[src/hw/rtl/u32u16_pkg.sv]
package u32u16_pkg;

  localparam int unsigned QUEUE_DEPTH = 4;

  localparam logic [31:0] MARK_BIG    = 32'h0000_FEFF;
  localparam logic [31:0] MARK_LITTLE = 32'hFFFE_0000;

  localparam logic [5:0] HI_SURR_TAG = 6'b110110;
  localparam logic [5:0] LO_SURR_TAG = 6'b110111;

  typedef enum logic [1:0] {
    ORDER_NONE   = 2'd0,
    ORDER_BIG    = 2'd1,
    ORDER_LITTLE = 2'd2,
    ORDER_RSVD   = 2'd3
  } order_t;

  typedef enum logic [1:0] {
    KIND_UNIT = 2'd0,
    KIND_PAIR = 2'd1,
    KIND_BAD  = 2'd2
  } kind_t;

  // payload: code point for a single unit, code point minus 0x10000 for a pair
  typedef struct packed {
    kind_t       kind;
    logic [19:0] payload;
  } entry_t;

endpackage

[src/hw/rtl/u32u16_front.sv]
module u32u16_front (
  input  logic                 clk,
  input  logic                 rst_n,
  input  logic                 cfg_wr_en,
  input  logic [1:0]           cfg_wr_data,
  input  logic                 accept,
  input  logic [7:0]           data_byte,
  input  logic                 new_stream,
  output logic                 push,
  output u32u16_pkg::entry_t   entry
);

  logic [1:0]          exp_order_r;
  u32u16_pkg::order_t  order_r, order_nxt;
  logic [1:0]          idx_r, idx_nxt;
  logic [23:0]         partial_r, partial_nxt;

  u32u16_pkg::order_t  exp_eff;
  u32u16_pkg::order_t  order_eff;
  u32u16_pkg::order_t  order_use;
  logic [1:0]          idx_eff;
  logic [23:0]         partial_eff;
  logic [31:0]         word;
  logic [31:0]         cp;
  logic                is_mark;
  logic                complete;
  logic [19:0]         pair_v;

  always_comb begin
    exp_eff = (exp_order_r == 2'd3) ? u32u16_pkg::ORDER_NONE
                                    : u32u16_pkg::order_t'(exp_order_r);
    order_eff   = new_stream ? u32u16_pkg::ORDER_NONE : order_r;
    idx_eff     = new_stream ? 2'd0 : idx_r;
    partial_eff = new_stream ? 24'd0 : partial_r;
    word        = {partial_eff, data_byte};
    complete    = (idx_eff == 2'd3);

    is_mark   = 1'b0;
    order_use = order_eff;
    if (order_eff == u32u16_pkg::ORDER_NONE) begin
      if (word == u32u16_pkg::MARK_BIG && exp_eff != u32u16_pkg::ORDER_LITTLE) begin
        is_mark   = 1'b1;
        order_use = u32u16_pkg::ORDER_BIG;
      end else if (word == u32u16_pkg::MARK_LITTLE && exp_eff != u32u16_pkg::ORDER_BIG) begin
        is_mark   = 1'b1;
        order_use = u32u16_pkg::ORDER_LITTLE;
      end else begin
        order_use = (exp_eff == u32u16_pkg::ORDER_NONE) ? u32u16_pkg::ORDER_BIG : exp_eff;
      end
    end

    cp = (order_use == u32u16_pkg::ORDER_LITTLE)
         ? {word[7:0], word[15:8], word[23:16], word[31:24]} : word;
    // only pair-range points use this, so the low 20 bits suffice
    pair_v = cp[19:0] - 20'h10000;

    if (cp[31:16] == 16'd0) begin
      entry.kind    = u32u16_pkg::KIND_UNIT;
      entry.payload = {4'd0, cp[15:0]};
    end else if (cp[31:21] == 11'd0 && (!cp[20] || cp[19:16] == 4'd0)) begin
      entry.kind    = u32u16_pkg::KIND_PAIR;
      entry.payload = pair_v;
    end else begin
      entry.kind    = u32u16_pkg::KIND_BAD;
      entry.payload = 20'd0;
    end

    push = accept && complete && !is_mark;

    order_nxt   = order_r;
    idx_nxt     = idx_r;
    partial_nxt = partial_r;
    if (accept) begin
      idx_nxt = idx_eff + 2'd1;
      if (complete) begin
        partial_nxt = 24'd0;
        order_nxt   = order_use;
      end else begin
        partial_nxt = {partial_eff[15:0], data_byte};
        order_nxt   = order_eff;
      end
    end
  end

  always_ff @(posedge clk) begin
    if (!rst_n) begin
      exp_order_r <= 2'd0;
      order_r     <= u32u16_pkg::ORDER_NONE;
      idx_r       <= 2'd0;
      partial_r   <= 24'd0;
    end else begin
      if (cfg_wr_en) begin
        exp_order_r <= cfg_wr_data;
      end
      order_r   <= order_nxt;
      idx_r     <= idx_nxt;
      partial_r <= partial_nxt;
    end
  end

`ifndef SYNTHESIS
  a_push_clears_index: assert property (@(posedge clk) disable iff (!rst_n)
    push |=> (idx_r == 2'd0 && partial_r == 24'd0))
    else $error("word completed but byte index not cleared");

  a_order_fixed_after_push: assert property (@(posedge clk) disable iff (!rst_n)
    push |=> (order_r == u32u16_pkg::ORDER_BIG || order_r == u32u16_pkg::ORDER_LITTLE))
    else $error("byte order undecided after a decoded word");
`endif

endmodule

[src/hw/rtl/u32u16_queue.sv]
module u32u16_queue #(
  parameter int unsigned DEPTH = u32u16_pkg::QUEUE_DEPTH
) (
  input  logic                 clk,
  input  logic                 rst_n,
  input  logic                 push,
  input  u32u16_pkg::entry_t   push_entry,
  input  logic                 pop,
  output logic                 full,
  output logic                 head_valid,
  output u32u16_pkg::entry_t   head
);

  localparam int unsigned PW = (DEPTH > 1) ? $clog2(DEPTH) : 1;
  localparam int unsigned CW = $clog2(DEPTH + 1);
  localparam logic [PW-1:0] LAST_PTR = PW'(DEPTH - 1);
  localparam logic [CW-1:0] DEPTH_C  = CW'(DEPTH);

  u32u16_pkg::entry_t slot_r [DEPTH];
  logic [PW-1:0] wptr_r, wptr_nxt;
  logic [PW-1:0] rptr_r, rptr_nxt;
  logic [CW-1:0] count_r, count_nxt;
  logic          do_push, do_pop;

  always_comb begin
    full       = (count_r == DEPTH_C);
    head_valid = (count_r != '0);
    head       = slot_r[rptr_r];
    do_push    = push && !full;
    do_pop     = pop && head_valid;
    wptr_nxt   = do_push ? ((wptr_r == LAST_PTR) ? '0 : wptr_r + 1'b1) : wptr_r;
    rptr_nxt   = do_pop ? ((rptr_r == LAST_PTR) ? '0 : rptr_r + 1'b1) : rptr_r;
    count_nxt  = count_r + CW'(do_push) - CW'(do_pop);
  end

  always_ff @(posedge clk) begin
    if (do_push) begin
      slot_r[wptr_r] <= push_entry;
    end
  end

  always_ff @(posedge clk) begin
    if (!rst_n) begin
      wptr_r  <= '0;
      rptr_r  <= '0;
      count_r <= '0;
    end else begin
      wptr_r  <= wptr_nxt;
      rptr_r  <= rptr_nxt;
      count_r <= count_nxt;
    end
  end

`ifndef SYNTHESIS
  a_no_overflow: assert property (@(posedge clk) disable iff (!rst_n)
    push |-> !full)
    else $error("push into full queue");

  a_count_bound: assert property (@(posedge clk) disable iff (!rst_n)
    count_r <= DEPTH_C)
    else $error("queue count out of range");
`endif

endmodule

[src/hw/rtl/u32u16_back.sv]
module u32u16_back (
  input  logic                 clk,
  input  logic                 rst_n,
  input  logic                 head_valid,
  input  u32u16_pkg::entry_t   head,
  output logic                 pop,
  output logic                 out_tvalid,
  input  logic                 out_tready,
  output logic [15:0]          out_tdata,
  output logic                 out_tuser,
  output logic                 out_tlast
);

  logic        valid_r, valid_nxt;
  logic        phase_r, phase_nxt;
  logic [15:0] unit_r, unit_nxt;
  logic        bad_r, bad_nxt;
  logic        last_r, last_nxt;
  logic        load;

  always_comb begin
    load      = !valid_r || out_tready;
    valid_nxt = load ? head_valid : valid_r;
    phase_nxt = phase_r;
    unit_nxt  = unit_r;
    bad_nxt   = bad_r;
    last_nxt  = last_r;
    pop       = 1'b0;
    if (load && head_valid) begin
      unique case (head.kind)
        u32u16_pkg::KIND_UNIT: begin
          unit_nxt = head.payload[15:0];
          bad_nxt  = 1'b0;
          last_nxt = 1'b1;
          pop      = 1'b1;
        end
        u32u16_pkg::KIND_PAIR: begin
          bad_nxt   = 1'b0;
          phase_nxt = !phase_r;
          if (phase_r) begin
            unit_nxt = {u32u16_pkg::LO_SURR_TAG, head.payload[9:0]};
            last_nxt = 1'b1;
            pop      = 1'b1;
          end else begin
            unit_nxt = {u32u16_pkg::HI_SURR_TAG, head.payload[19:10]};
            last_nxt = 1'b0;
          end
        end
        default: begin
          unit_nxt = 16'd0;
          bad_nxt  = 1'b1;
          last_nxt = 1'b1;
          pop      = 1'b1;
        end
      endcase
    end
  end

  always_ff @(posedge clk) begin
    unit_r <= unit_nxt;
    bad_r  <= bad_nxt;
    last_r <= last_nxt;
  end

  always_ff @(posedge clk) begin
    if (!rst_n) begin
      valid_r <= 1'b0;
      phase_r <= 1'b0;
    end else begin
      valid_r <= valid_nxt;
      phase_r <= phase_nxt;
    end
  end

  assign out_tvalid = valid_r;
  assign out_tdata  = unit_r;
  assign out_tuser  = bad_r;
  assign out_tlast  = last_r;

`ifndef SYNTHESIS
  a_phase_on_pair: assert property (@(posedge clk) disable iff (!rst_n)
    phase_r |-> (head_valid && head.kind == u32u16_pkg::KIND_PAIR))
    else $error("second half pending without a pair at queue head");

  a_bad_is_zero: assert property (@(posedge clk) disable iff (!rst_n)
    (valid_r && bad_r) |-> (unit_r == 16'd0 && last_r))
    else $error("malformed transaction with nonzero unit");
`endif

endmodule

[src/hw/rtl/utf32_to_utf16_decoder_top.sv]
// UTF-32 byte stream to UTF-16 decoder. One byte is taken per cycle while
// in_tready is high; every fourth byte completes a word, which is checked
// for a byte order mark if it is the first of a stream, then decoded into
// one unit, a surrogate pair, or a single malformed transaction (unit zero,
// tuser high). tlast marks the final unit of a word. The front end
// classifies the word in the cycle the byte is accepted and writes it into a
// QUEUE_DEPTH-entry queue; the back end drains it into the output register,
// one unit per cycle while out_tready is high. in_tready drops only while
// that queue is full; sustained input rate is one byte per cycle with
// out_tready high, since four bytes yield at most two units. cfg_wr_data
// sets the expected order: 0 or 3 detect (default big), 1 big-endian,
// 2 little-endian; write it only while the block is idle.
module utf32_to_utf16_decoder_top #(
  parameter int unsigned QUEUE_DEPTH = u32u16_pkg::QUEUE_DEPTH
) (
  input  logic        clk,
  input  logic        rst_n,
  input  logic        cfg_wr_en,
  input  logic [1:0]  cfg_wr_data,   // expected_order
  input  logic        in_tvalid,
  output logic        in_tready,
  input  logic [7:0]  in_tdata,      // [7:0] data_byte
  input  logic        in_tuser,      // [0] new_stream
  output logic        out_tvalid,
  input  logic        out_tready,
  output logic [15:0] out_tdata,     // [15:0] code_unit
  output logic        out_tuser,     // [0] malformed
  output logic        out_tlast
);

  logic               accept;
  logic               push;
  logic               full;
  logic               pop;
  logic               head_valid;
  u32u16_pkg::entry_t push_entry;
  u32u16_pkg::entry_t head;

  assign in_tready = !full;
  assign accept    = in_tvalid && in_tready;

  u32u16_front u_front (
    .clk         (clk),
    .rst_n       (rst_n),
    .cfg_wr_en   (cfg_wr_en),
    .cfg_wr_data (cfg_wr_data),
    .accept      (accept),
    .data_byte   (in_tdata),
    .new_stream  (in_tuser),
    .push        (push),
    .entry       (push_entry)
  );

  u32u16_queue #(
    .DEPTH (QUEUE_DEPTH)
  ) u_queue (
    .clk        (clk),
    .rst_n      (rst_n),
    .push       (push),
    .push_entry (push_entry),
    .pop        (pop),
    .full       (full),
    .head_valid (head_valid),
    .head       (head)
  );

  u32u16_back u_back (
    .clk        (clk),
    .rst_n      (rst_n),
    .head_valid (head_valid),
    .head       (head),
    .pop        (pop),
    .out_tvalid (out_tvalid),
    .out_tready (out_tready),
    .out_tdata  (out_tdata),
    .out_tuser  (out_tuser),
    .out_tlast  (out_tlast)
  );

endmodule

[config.mk]
export PLATFORM = sky130hd
export DESIGN_NAME = utf32_to_utf16_decoder_top
export DESIGN_NICKNAME = d
export VERILOG_FILES = /design/src/hw/rtl/u32u16_pkg.sv /design/src/hw/rtl/u32u16_front.sv /design/src/hw/rtl/u32u16_queue.sv /design/src/hw/rtl/u32u16_back.sv /design/src/hw/rtl/utf32_to_utf16_decoder_top.sv
export SDC_FILE = /design/constraint.sdc
export NUM_CORES = 1
export LEC_CHECK = 0
export ABC_AREA = 1
export BUFFER_PORTS_ARGS = -buffer_cell sky130_fd_sc_hd__buf_4
export CELL_PAD_IN_SITES_DETAIL_PLACEMENT = 1
export CELL_PAD_IN_SITES_GLOBAL_PLACEMENT = 1
export CORE_MARGIN = 3
export CORE_UTILIZATION = 43
export CTS_CLUSTER_DIAMETER = 50
export CTS_CLUSTER_SIZE = 24
export DETAILED_ROUTE_END_ITERATION = 12
export PLACE_DENSITY = 0.83
export REMOVE_ABC_BUFFERS = 1
export SLEW_MARGIN = 5
export SYNTH_ARGS = -nofsm -noshare
export SYNTH_HDL_FRONTEND = slang
export SYNTH_SLANG_ARGS = --single-unit
[constraint.sdc]
create_clock -name clk -period 3.5 [get_ports clk]
set_input_delay 0 -clock clk [delete_from_list [all_inputs] [get_ports clk]]
set_output_delay 0 -clock clk [all_outputs]
set_load 0.01 [all_outputs]
==> impl_metrics.json, run 1 <==
{
  "min_period_ns": 3.30,
  "clock.fmax_mhz": 303,
  "hold_path_startpoint": "in_tvalid",
  "wl_met1_um": 7360,
  "post-place-ws_ns": 0.424,
  "synth_most_common_cell": "edfxtp_1",
  "crit_top_cell": "inv_1",
  "arrival_ns": 3.58,
  "rsz0062_at_grt": "no",
  "yosys_register_bits": 147,
  "vdd_drop_max_uv": 252,
  "grt_max_degree": 42,
  "synth-seq-area-share_pct": 60.6,
  "synth.top_cells.by_area": "edfxtp_1, dfxtp_1, o21ai_0, nand2_1, nor2_1",
  "r2r_end": "u_queue.count_r[2]$_SDFF_PN0_",
  "viasPerCell": 5.52,
  "cpPeakStageDelay_ns": 0.39,
  "netlist_area_um2": 6610,
  "period_share_pct": 94.3,
  "slew_headroom_pct": 45.4,
  "post-synth-top-area-fraction_pct": 48.2,
  "outcome": "finished, final reports clean",
  "crit_family": "adder cells",
  "synth_ff_type": "edfxtp_1",
  "cts_max_level": 4,
  "hold_ws_ns": 0.196,
  "portBuffers": 35,
  "drt_iter0_drc": 324,
  "post_cts_buffers": 0,
  "wl_per_cell_um": 19.3,
  "dieArea_um2": 16900,
  "clock_skew_ns": 0.0105,
  "top_layer_used": "met4",
  "antennaDiodeCount": 0,
  "finalSetupViolCount": 0,
  "final_util_pct": 53.0,
  "power_density_nw_per_um2": 760,
  "synth_edf_count": 106,
  "yosysWarnings": 0,
  "tightest_slew_ns": 0.813,
  "drive_gt1_share_pct": 13.7,
  "drt-total-wl_um": 17800,
  "grt_overflow": 0,
  "cts_num_sinks": 147,
  "cp.buffers_inverters": 4,
  "crit_path_end_kind": "flip-flop",
  "hold_end": "u_front.order_r[0]$_SDFFE_PN0P_",
  "tritoncts": "done",
  "synthArstFlopShare_pct": 0,
  "finalSetupTns_ns": 0,
  "path_max_fanout": 27,
  "slew_violations": 0,
  "synth_cell_types": 39,
  "finalPower_mw": 5.97,
  "cap_violations": 0,
  "dp.cells": 875,
  "initial_utilization_pct": 44.6,
  "num_io_pins": 36,
  "gp_congestion": 0.850,
  "route.detailed.drc": 0,
  "syn_area_per_cell_um2": 9.82,
  "dr_wl_met3_um": 850,
  "wl_met2_um": 9130,
  "min-delay-path-class": "in -> reg",
  "yosys-top-cells-count": "edfxtp_1, nand2_1, nor2_1",
  "ant_nets": 0,
  "finalInstanceArea_um2": 7850,
  "slowest_stage": "fa_1",
  "path_cells": "buf_4, o21ai_0, o22ai_1, inv_1, nor2_1, nand2_1, nand2_1, inv_1, ha_1, inv_1, ha_1, fa_1, xor2_1, nor2_1",
  "grt_usage_pct": 22.3,
  "hold_viol": 0,
  "fin_cells": 923,
  "worstPathRequired_ns": 3.78,
  "worst_r2r_path_depth": 14,
  "vias": 5098,
  "p_leak_nw": 3.11,
  "clock_latency_ns": 0.43,
  "first_global_vias": 5454,
  "setup_slack_ns": 0.200,
  "hpwl_um": 12000,
  "coreArea_um2": 14800,
  "cts-root-buf": "clkbuf_16",
  "rows": 44,
  "syn_inst": 673,
  "dr.pass1.iters": 5,
  "syn2layout_area_growth_pct": 18.8,
  "clkSlewWorstSetupHoldPaths_ns": 0.06,
  "dieHeight_um": 130,
  "die_w_um": 130,
  "hold_depth": 5,
  "synth_area_leader_cell": "edfxtp_1",
  "ff2ff_setup_slack_ns": 0.20,
  "grt_pass1_wl_um": 28600,
  "numCtsBuffers": 17,
  "post_cts_resized": 0,
  "cts-hold-fix-buffers": 16,
  "antenna_found_initial": 0,
  "crit_type": "reg -> reg",
  "nNetsFinal": 751,
  "clockBufferDepth": 2,
  "dpl-instance-area_um2": 7070,
  "startpoint_type": "flip-flop"
}
placed cells by master (no fill, tap or decap), types with 8 or more instances in the layout:
| cell | count |
|---|---|
| edfxtp_1 | 106 |
| nand2_1 | 93 |
| nor2_1 | 87 |
| inv_1 | 78 |
| o21ai_0 | 71 |
| buf_4 | 48 |
| dfxtp_1 | 41 |
| a21oi_1 | 37 |
| nand3_1 | 26 |
| o22ai_1 | 25 |
| clkbuf_16 | 17 |
| dlygate4sd3_1 | 16 |
| a211oi_1 | 13 |
| nor2_4 | 10 |
| clkinv_1 | 8 |
| ha_1 | 8 |
sequential cells by signal (all words and copies together), names as in the netlist, 2 cells and up, named ones only:
| signal | flops |
|---|---|
| u_queue.slot_r | 88 |
| u_queue.rptr_r | 2 |
| u_front.idx_r | 2 |
| u_back.out_tdata | 16 |
| u_front.partial_r | 24 |
| u_front.order_r | 2 |
| u_queue.count_r | 3 |
| u_queue.wptr_r | 2 |
| u_front.exp_order_r | 2 |
tightest hold or removal path, delay by kind of cell:
kind            cells  cell delay [ns]
compound gates      1             0.06
buf+inv             2             0.34
simple gates        2             0.17
layer usage:
| layer | global-route usage (%) | vias up |
|---|---|---|
| li1 | - | 2412 |
| met1 | 27.1 | 2469 |
| met2 | 39.6 | 180 |
| met3 | 4.09 | 37 |
| met4 | 8.31 | 0 |
| met5 | 0 | - |
cell families after synthesis:
| family | share of synthesized area (%) |
|---|---|
| AO/OA/AOI/OAI | 13.6 |
| XOR/XNOR | 0.530 |
| adder cells (fa/ha/maj) | 1.82 |
| buffers and inverters | 6.70 |
| flip-flops | 60.6 |
| AND/OR/NAND/NOR | 16.8 |
report_power, final:
group / internal, mW / switching [mW]
clock: 1.25 / 0.680
combinational: 0.575 / 1.18
sequential: 2.20 / 0.0900
total: 4.02 / 1.95
worst max-delay path by stage:
stage | from | to | cells after the start
after floorplan | flip-flop | u_queue.count_r[2]$_SDFF_PN0_ | 14
after global placement | flip-flop | u_queue.count_r[2]$_SDFF_PN0_ | 14
after detailed placement | flip-flop | u_queue.count_r[2]$_SDFF_PN0_ | 14
after CTS | flip-flop | u_queue.count_r[2]$_SDFF_PN0_ | 14
after global routing | flip-flop | u_queue.count_r[2]$_SDFF_PN0_ | 14
final | flip-flop | u_queue.count_r[2]$_SDFF_PN0_ | 14
final cells by class:
class | instances | area, µm²
Clock inverter | 14 | 191
Clock buffer | 18 | 429
Multi-Input combinational cell | 414 | 2170
Tap cell | 184 | 230
Timing Repair Buffer | 64 | 520
Sequential cell | 147 | 4000
Fill cell | 1631 | 6960
Inverter | 82 | 308
No activity file was read; power rests on OpenSTA's default activity.
==> inputs of run 2 (changes only) <==
- clock period: 3.5 -> 3.8 ns (I/O delays scaled with it)
==> run 2 against run 1 <==
Global-route usage shrank 0.44 points. Largest cell class unchanged. Clock-buffer cell count grew 4. Critical path type unchanged. Sequential cell count is the same. Largest power group unchanged. Critical path depth is the same.
==> impl_metrics.json, run 2 (synthesis results as in run 1) <==
{
  "slew_headroom_pct": 43.3,
  "hold_viol": 0,
  "post_cts_buffers": 0,
  "power_density_nw_per_um2": 689,
  "mostFrequentLayoutCells": "edfxtp_1, nand2_1, nor2_1",
  "period_share_pct": 82.4,
  "final_util_pct": 52.7,
  "slew_violations": 0,
  "clkSlewWorstSetupHoldPaths_ns": 0.06,
  "arrival_ns": 3.42,
  "post_cts_resized": 0,
  "finalSetupViolCount": 0,
  "tightest_slew_ns": 0.846,
  "dr.pass1.iters": 5,
  "cpPeakStageDelay_ns": 0.37,
  "cts_max_level": 4,
  "numCtsBuffers": 17,
  "nNetsFinal": 749,
  "fin_cells": 921,
  "syn2layout_area_growth_pct": 18.2,
  "clock.fmax_mhz": 319,
  "cts_num_sinks": 147,
  "hold_ws_ns": 0.0132,
  "rsz0062_at_grt": "no",
  "met2_usage_pct": 39.6,
  "crit_type": "reg -> reg",
  "crit_path_end_kind": "flip-flop",
  "crit_top_cell": "nand2_1",
  "largest_register": "u_queue.slot_r",
  "antenna_found_initial": 0,
  "p_leak_nw": 3.09,
  "wl_per_cell_um": 18.9,
  "dieArea_um2": 16900,
  "gp_congestion": 0.905,
  "clock_latency_ns": 0.43,
  "cap_violations": 0,
  "grt_pass1_wl_um": 28200,
  "slowest_stage": "fa_1",
  "cts-hold-fix-buffers": 15,
  "globalRouteMet1Util_pct": 25.3,
  "clock_skew_ns": 0.00781,
  "largest_reg_flops": 88,
  "first_global_vias": 5485,
  "outcome": "finished, final reports clean",
  "cts-root-buf": "clkbuf_16",
  "coreArea_um2": 14800,
  "rows": 44,
  "route.detailed.drc": 0,
  "viasPerCell": 5.51,
  "dpl-instance-area_um2": 7060,
  "path_cells": "clkinv_1, nand2_1, a32oi_1, buf_4, nor2_1, nand2_1, nand2_1, inv_1, ha_1, inv_1, ha_1, fa_1, xor2_1, nor2_1",
  "drt_iter0_drc": 255,
  "path_max_fanout": 17,
  "die_w_um": 130,
  "grt_use_met3_pct": 5.12,
  "tritoncts": "done",
  "num_io_pins": 36,
  "antennaDiodeCount": 0,
  "worstPathRequired_ns": 4.09,
  "vdd_drop_max_uv": 313,
  "busiest_layer": "met2",
  "startpoint_type": "flip-flop",
  "min_period_ns": 3.13,
  "hpwl_um": 11800,
  "finalInstanceArea_um2": 7810,
  "vias": 5073,
  "ant_nets": 0,
  "initial_utilization_pct": 44.6,
  "drt-total-wl_um": 17400,
  "portBuffers": 35,
  "dieHeight_um": 130,
  "clockBufferDepth": 2,
  "fill_cells": 1637,
  "final_common_cell": "edfxtp_1",
  "dp.cells": 874,
  "grt_usage_pct": 21.9,
  "grt_overflow": 0,
  "drive_gt1_share_pct": 13.8,
  "finalPower_mw": 5.38,
  "grt_max_degree": 42,
  "min-delay-path-class": "in -> reg"
}
[run 2: worst max-delay path: cells and delay by family (launching register included)]
family          cells  cell delay, ns
compound gates      1            0.11
xor+xnor            1            0.18
buf+inv             4            0.65
flops               1            0.36
fa+ha+maj           3            0.87
simple gates        5            0.80
[run 2: cell type report]
type	count	area (µm²)	area share, %
multi-input cells	414	2170	27.8
clock buffers	22	464	5.94
flip-flops and latches	147	4000	51.3
well taps	184	230	2.95
repair buffers	62	503	6.44
clock inverters	10	133	1.70
inverters	82	308	3.94
[run 2: worst paths after layout]
kind                                  from                             to  slack (ns)  depth (start not counted)
max                              flip-flop  u_queue.count_r[2]$_SDFF_PN0_        0.67                         14
min reg2reg  u_front.idx_r[1]$_SDFFE_PN0P_  u_front.idx_r[1]$_SDFFE_PN0P_        0.47                          2
min                               in_tuser  u_front.idx_r[0]$_SDFFE_PN0P_        0.01                          3
max reg2reg                      flip-flop  u_queue.count_r[2]$_SDFF_PN0_        0.67                         14
[run 2: through the flow]
stage / TNS [ns] / worst slack (ns)
CTS: 0 / 0.661
finish: 0 / 0.669
floorplan: -0.260 / -0.137
global placement: 0 / 0.928
detailed placement: 0 / 0.725
global route: 0 / 0.373
[run 2: where the power goes]
| part | switching, mW | internal (mW) | total [mW] |
|---|---|---|---|
| Sequential | 0.0828 | 2.02 | 2.11 |
| Clock | 0.636 | 1.06 | 1.70 |
| Combinational | 1.06 | 0.521 | 1.58 |
| Total | 1.78 | 3.61 | 5.38 |
[run 2: per-layer routing]
layer / vias up / wire (µm)
li1: 2410 / -
met3: 36 / 703
met4: 0 / 408
met1: 2500 / 7140
met5: - / 0
met2: 127 / 9110
